[src/hw/rtl/slc_pkg.sv]
// shared types and constants for the sorted list engine
package slc_pkg;

    localparam int CAPACITY = 64;
    localparam int IDX_W = (CAPACITY > 2) ? $clog2(CAPACITY) : 1;
    localparam int CNT_W = $clog2(CAPACITY + 1);
    localparam int VALUE_W = 32;
    localparam int POS_W = 6;
    localparam int ENTRY_COUNT_W = 7;
    localparam int IDX_CMP_W = (IDX_W > POS_W) ? IDX_W : POS_W;
    localparam int CNT_CMP_W = (CNT_W > POS_W) ? CNT_W : POS_W;

    typedef enum logic [1:0] {
        REQ_INSERT     = 2'd0,
        REQ_REMOVE_VAL = 2'd1,
        REQ_READ_POS   = 2'd2,
        REQ_REMOVE_POS = 2'd3
    } req_code_t;

    typedef struct packed {
        logic [1:0]                req_type;
        logic signed [VALUE_W-1:0] value;
        logic [POS_W-1:0]          position;
    } req_t;

    typedef struct packed {
        logic                      ok;
        logic signed [VALUE_W-1:0] read_value;
        logic [ENTRY_COUNT_W-1:0]  entry_count;
    } rsp_t;

    // broadcast from the sequencer to every cell
    typedef struct packed {
        logic                      compare;
        logic                      by_position;
        logic                      apply_ins;
        logic                      apply_del;
        logic signed [VALUE_W-1:0] value;
        logic [POS_W-1:0]          position;
    } cell_ctrl_t;

endpackage

[src/hw/rtl/slc_cell.sv]
// one storage cell of the sorted chain: holds an entry and shifts with its neighbors
module slc_cell (
    input  logic                                clk,
    input  logic                                rst_n,
    input  slc_pkg::cell_ctrl_t                 ctrl,
    input  logic [slc_pkg::IDX_W-1:0]           cell_idx,
    input  logic                                occupied,
    input  logic                                prev_before,
    input  logic signed [slc_pkg::VALUE_W-1:0]  prev_entry,
    input  logic signed [slc_pkg::VALUE_W-1:0]  next_entry,
    output logic signed [slc_pkg::VALUE_W-1:0]  entry,
    output logic                                ahead,
    output logic                                hit,
    output logic signed [slc_pkg::VALUE_W-1:0]  tap
);

    localparam int CmpW = slc_pkg::IDX_CMP_W;

    logic signed [slc_pkg::VALUE_W-1:0] entry_reg, entry_next;
    logic before_reg, before_next;
    logic equal_reg, equal_next;
    logic at_point;

    // first cell not ahead of the insert or remove point
    assign at_point = !before_reg && prev_before;

    always_comb
    begin
        entry_next = entry_reg;
        if (ctrl.apply_ins && !before_reg)
        begin
            entry_next = at_point ? ctrl.value : prev_entry;
        end
        else if (ctrl.apply_del && !before_reg)
        begin
            entry_next = next_entry;
        end
    end

    always_comb
    begin
        before_next = before_reg;
        equal_next  = equal_reg;
        if (ctrl.compare)
        begin
            equal_next = (entry_reg == ctrl.value);
            if (ctrl.by_position)
            begin
                before_next = CmpW'(cell_idx) < CmpW'(ctrl.position);
            end
            else
            begin
                before_next = occupied && (entry_reg > ctrl.value);
            end
        end
    end

    always_ff @(posedge clk)
    begin
        entry_reg <= entry_next;
    end

    always_ff @(posedge clk or negedge rst_n)
    begin
        if (!rst_n)
        begin
            before_reg <= 1'b0;
            equal_reg  <= 1'b0;
        end
        else
        begin
            before_reg <= before_next;
            equal_reg  <= equal_next;
        end
    end

    assign entry  = entry_reg;
    assign ahead  = before_reg;
    assign hit    = at_point && occupied && equal_reg;
    assign tap    = at_point ? entry_reg : '0;

endmodule

[config.mk]
export PLATFORM = sky130hd
export DESIGN_NAME = slc_cell
export DESIGN_NICKNAME = d
export VERILOG_FILES = /design/src/hw/rtl/slc_pkg.sv /design/src/hw/rtl/slc_cell.sv
export SDC_FILE = /design/constraint.sdc
export NUM_CORES = 1
export LEC_CHECK = 0
export BUFFER_PORTS_ARGS = -buffer_cell sky130_fd_sc_hd__buf_2
export CAP_MARGIN = 0
export CORE_MARGIN = 1.5
export CORE_UTILIZATION = 45
export CTS_BUF_LIST = sky130_fd_sc_hd__clkbuf_2 sky130_fd_sc_hd__clkbuf_4 sky130_fd_sc_hd__clkbuf_8
export CTS_CLUSTER_DIAMETER = 60
export DETAILED_ROUTE_END_ITERATION = 8
export GPL_TIMING_DRIVEN = 1
export PLACE_DENSITY_LB_ADDON = 0.3
export SLEW_MARGIN = 5
export SYNTH_ARGS = -nofsm -noshare
export SYNTH_HDL_FRONTEND = slang
export SYNTH_SLANG_ARGS = --single-unit
[constraint.sdc]
create_clock -name clk -period 3.6 [get_ports clk]
set_input_delay 0.36 -clock clk [delete_from_list [all_inputs] [get_ports clk]]
set_output_delay 0.36 -clock clk [all_outputs]
set_load 0.03 [all_outputs]
== After elaboration in Yosys (flattened, before gate mapping) ==
Cells that the tools add are included.

* Flip-flop bits (word level): 34
* Bits of input ports: 116
* Logic and storage cells: 19

* $lt $le $gt $ge: 2
* Equality and inequality tests: 1
* Multiplexer cells: 5
* Reductions and logical operators: 8

{| class="wikitable"
|+ Operators with widths
! kind !! count
|-
| $mux 32 || 4
|-
| $eq 32x32->1 || 1
|-
| $gt 32x32->1 || 1
|-
| $logic_and 1x1->1 || 6
|-
| $lt 6x6->1 || 1
|-
| $reduce_bool 2->1 || 1
|-
| $logic_not 1->1 || 1
|-
| $mux 1 || 1
|}

== Logic depth before layout (Yosys ltp) ==
* Depth in word-level cells: 4
* Depth in mapped cells: 8
* Mapped depth without buffers: 8

== Worst setup path before layout ==
No wires, ideal clock.

* Path type: register -> register
* Start point: reg before_reg (netlist: ahead)
* End point: reg entry_reg (netlist bit entry[0]) (enable)
* Data arrival time: 1932 ps
* Slack: 1247 ps
* Stages on the path, launching flop included: 2
* Buffers on the path: 0
* Clock period less this slack: 2353 ps
* Cell sequence: dfrtp_1 > nor2_1

* Longest elaborated chain between the ends: 3
* Elaborated cells on any way between the ends: 4
* Those cells by class: reduce/logical (4)

{| class="wikitable"
|+ RTL lines
! item !! line !! source
|-
| start: declaration || slc_cell.sv:20 || <nowiki>logic before_reg, before_next;</nowiki>
|-
| start signal: assignment || slc_cell.sv:72 || <nowiki>before_reg <= before_next;</nowiki>
|-
| $logic_not 1->1 (*) || slc_cell.sv:30, slc_cell.sv:34 ||
|-
| $logic_and 1x1->1 (on tied branches) || slc_cell.sv:30, slc_cell.sv:34 ||
|-
| $reduce_bool 2->1 (no source line) (*) || - ||
|-
| end signal: assignment || slc_cell.sv:60 || <nowiki>entry_reg <= entry_next;</nowiki>
|-
| end: declaration || slc_cell.sv:19 || <nowiki>logic signed [slc_pkg::VALUE_W-1:0] entry_reg, entry_next;</nowiki>
|}

Mark *: on every way between the ends. The rest lies on a longest branch, timed or not.
A chain may end at the register's enable or synchronous reset.

== Worst setup path after layout ==
* Start point: reg before_reg (netlist: ahead)
* End point: out hit

* Longest elaborated chain between the ends: 4

{| class="wikitable"
|+ RTL lines
! item !! line !! source
|-
| $logic_not 1->1 || slc_cell.sv:25 || <nowiki>assign at_point = !before_reg && prev_before;</nowiki>
|-
| $logic_and 1x1->1 || slc_cell.sv:25 ||
|-
| $logic_and 1x1->1 (2 in series) || slc_cell.sv:79 || <nowiki>assign hit = at_point && occupied && equal_reg;</nowiki>
|-
| end: declaration || slc_cell.sv:13 || <nowiki>output logic hit,</nowiki>
|}

Every way passes these cells.

==> flow_summary.json <==
{
  "status": "completed",
  "fin_cells": 576,
  "synth_area_leaders": "edfxtp_1 (33%), ha_1 (16%), mux2i_1 (11%)",
  "synthFlopType": "edfxtp_1",
  "grt_max_degree": 65,
  "fillCellCount": 566,
  "timing.final.crit_share_pct": 66.1,
  "root_buffer": "clkbuf_8",
  "setup-violations-final": 0,
  "htreeDepth": 2,
  "critPathSlowestCell": "nor2b_2",
  "synth_edf_count": 32,
  "num_rows": 29,
  "core-area_mm2": 0.00631,
  "finalCriticalPeriod_ps": 2380,
  "crit_chain": "nor2b_2 > and3_1 > buf_2",
  "yosysSeqAreaShare_pct": 34.6,
  "final_common_cell": "buf_2",
  "die_height_um": 83.6,
  "grt_remaining_overflow": 0,
  "post-dp-hpwl_um": 5920,
  "wirelength_um": 7520,
  "cts_tree": "yes",
  "min_delay_path_depth": 2,
  "drc_errors": 0,
  "post_cts_resized": 0,
  "syn_inst": 323,
  "layout.nets": 652,
  "grt_pass1_vias": 2823,
  "placed_area_mm2": 0.00389,
  "largest_register_ffs": 32,
  "synthDistinctLibCells": 35,
  "slew_headroom_pct": 30.1,
  "yosysWarnings": 0,
  "cts_inserted_buffers": 5,
  "slew_violations": 0,
  "endpoint_kind": "output pin",
  "hold_viol": 0,
  "slowest_delay_ps": 810,
  "syn2layout_area_growth_pct": 36.3,
  "clk_latency_ps": 280,
  "crit_buf_inv": 1,
  "clock_path_buffers": 2,
  "power_leakage_nw": 2.22,
  "die_w_um": 83.6,
  "via_per_inst": 4.99,
  "hold_class": "primary input to register",
  "pwr_density_cell_mw_per_mm2": 373,
  "min-delay-start": "ctrl[41]",
  "syn_area_mm2": 0.00292,
  "skew_ps": 2.37,
  "synth_top_cell_area_share_pct": 32.9,
  "post_cts_buffers": 0,
  "ys_seq_elements": 34,
  "cp_max_fo": 33,
  "cp-start-kind": "register",
  "finalSetupTns_ps": 0,
  "async_flop_share_pct": 5.88,
  "r2r-start": "entry[31]",
  "ioPinCount": 182,
  "num_vias": 2873,
  "reg2reg_slack_ps": 1390,
  "grt_first_pass_wirelength_um": 12500,
  "die-area_mm2": 0.00699,
  "crit_arrival_ps": 2020,
  "fmax_ghz": 0.420,
  "grtUsageTotal_pct": 21.7,
  "layout_common_cells": "buf_2 (181), nand2_1 (41), inv_1 (39), o21ai_0 (39), ha_1 (37)",
  "place_inst": 568,
  "cp_top_family": "simple AND/OR/NAND/NOR gates",
  "reg2reg_depth": 7,
  "ant_nets": 0,
  "final_util_pct": 63.1,
  "syn-num-nets": 476,
  "antenna_found_initial": 0,
  "max_cap_viol_count": 0,
  "routedWlPerCell_um": 13.1,
  "cts.clk_slew.worst_paths_ps": 70,
  "max_slew.worst_pin.slew_ps": 1050,
  "synth_largest_area_cell": "edfxtp_1",
  "gp_congestion": 0.799,
  "drt_first_iter_violations": 77,
  "drive_gt1_share_pct": 39.5,
  "cts.sinks": 34,
  "first_pass_iters": 4,
  "postCtsHoldBufs": 1,
  "max-vdd-ir-drop_uv": 227,
  "r2r_end": "ahead",
  "final_area_mm2": 0.00398,
  "io_buffer_count": 181,
  "rsz0062_at_grt": "false",
  "start_util_pct": 46.3,
  "syn_avg_cell_area_um2": 9.05,
  "worstHoldEndpoint": "equal_reg",
  "worstSetupPathType": "register to output pin",
  "antennaDiodeCount": 0,
  "critPathRequiredTime_ps": 3240
}
worst max path at each step:
stage / startpoint / end / slack [ps] / cells past startpoint
after floorplan: ahead / entry[0] / 1250 / 1
after global placement: ctrl[37] / ahead / 1350 / 9
after detailed placement: ctrl[37] / ahead / 1320 / 9
after CTS: ahead / hit / 1140 / 3
after global routing: ahead / hit / 970 / 3
final: ahead / hit / 1220 / 3
through the flow:
stage | worst slack (ps) | hold slack [ps] | total power, W
6_report | 1220 | 349 | 0.00148
5_1_grt | 975 | 364 | 0.00158
4_1_cts | 1140 | 343 | 0.00150
3_5_place_dp | 1320 | 153 | 0.00122
3_3_place_gp | 1350 | 151 | 0.00120
2_1_floorplan | 1250 | 64.4 | 0.000997
cell usage after synthesis (4+ instances only):
library cell   n
nand2_1       41
inv_1         39
o21ai_0       39
ha_1          37
and2_1        32
edfxtp_1      32
mux2i_1       32
a21oi_1       15
clkbuf_1      11
nor2_1         5
nand4_1        4
logic make-up (layout without fill, tap and decap cells):
group                    count (synthesis)  in the layout  share of synthesized area, %
AND/OR/NAND/NOR                        100            100                          19.1
AO/OA/AOI/OAI                           67             67                          12.5
flip-flops                              34             34                          34.6
buffers and inverters                   53            229                          6.93
multiplexers                            32             32                          11.0
adder cells (fa/ha/maj)                 37             37                          15.8
worst reg2reg max path, delay by kind of cell (launching register included):
family | cells | cell delay (ps)
AOI/OAI and AO/OA | 2 | 210
adders and majority gates | 1 | 380
DFF | 1 | 420
and+or+nand+nor | 4 | 1080
where the power goes:
part	total, W	internal (W)	switching (W)	leakage (nW)
Combinational	0.000646	0.000230	0.000416	1.84
Clock	0.000279	0.000148	0.000131	0.0452
Sequential	0.000560	0.000515	0.0000447	0.334
Total	0.00148	0.000893	0.000592	2.22
layer usage:
layer	track usage (%)	vias to the layer above	part of all wire (%)
li1	-	1477	-
met1	27.0	1277	44
met2	37.5	109	49
met3	4.45	10	5.8
met4	7.30	0	1.6
met5	0	-	0
area by class of cell:
cell class | count | area (µm²) | area share, %
clock buffer | 7 | 83.8 | 2.10
inverter | 39 | 146 | 3.68
multi-input combinational | 236 | 1720 | 43.2
sequential | 34 | 1010 | 25.4
tap | 77 | 96.3 | 2.42
timing repair buffer | 183 | 923 | 23.2
Note: power is estimated with default switching activity, not from simulation.
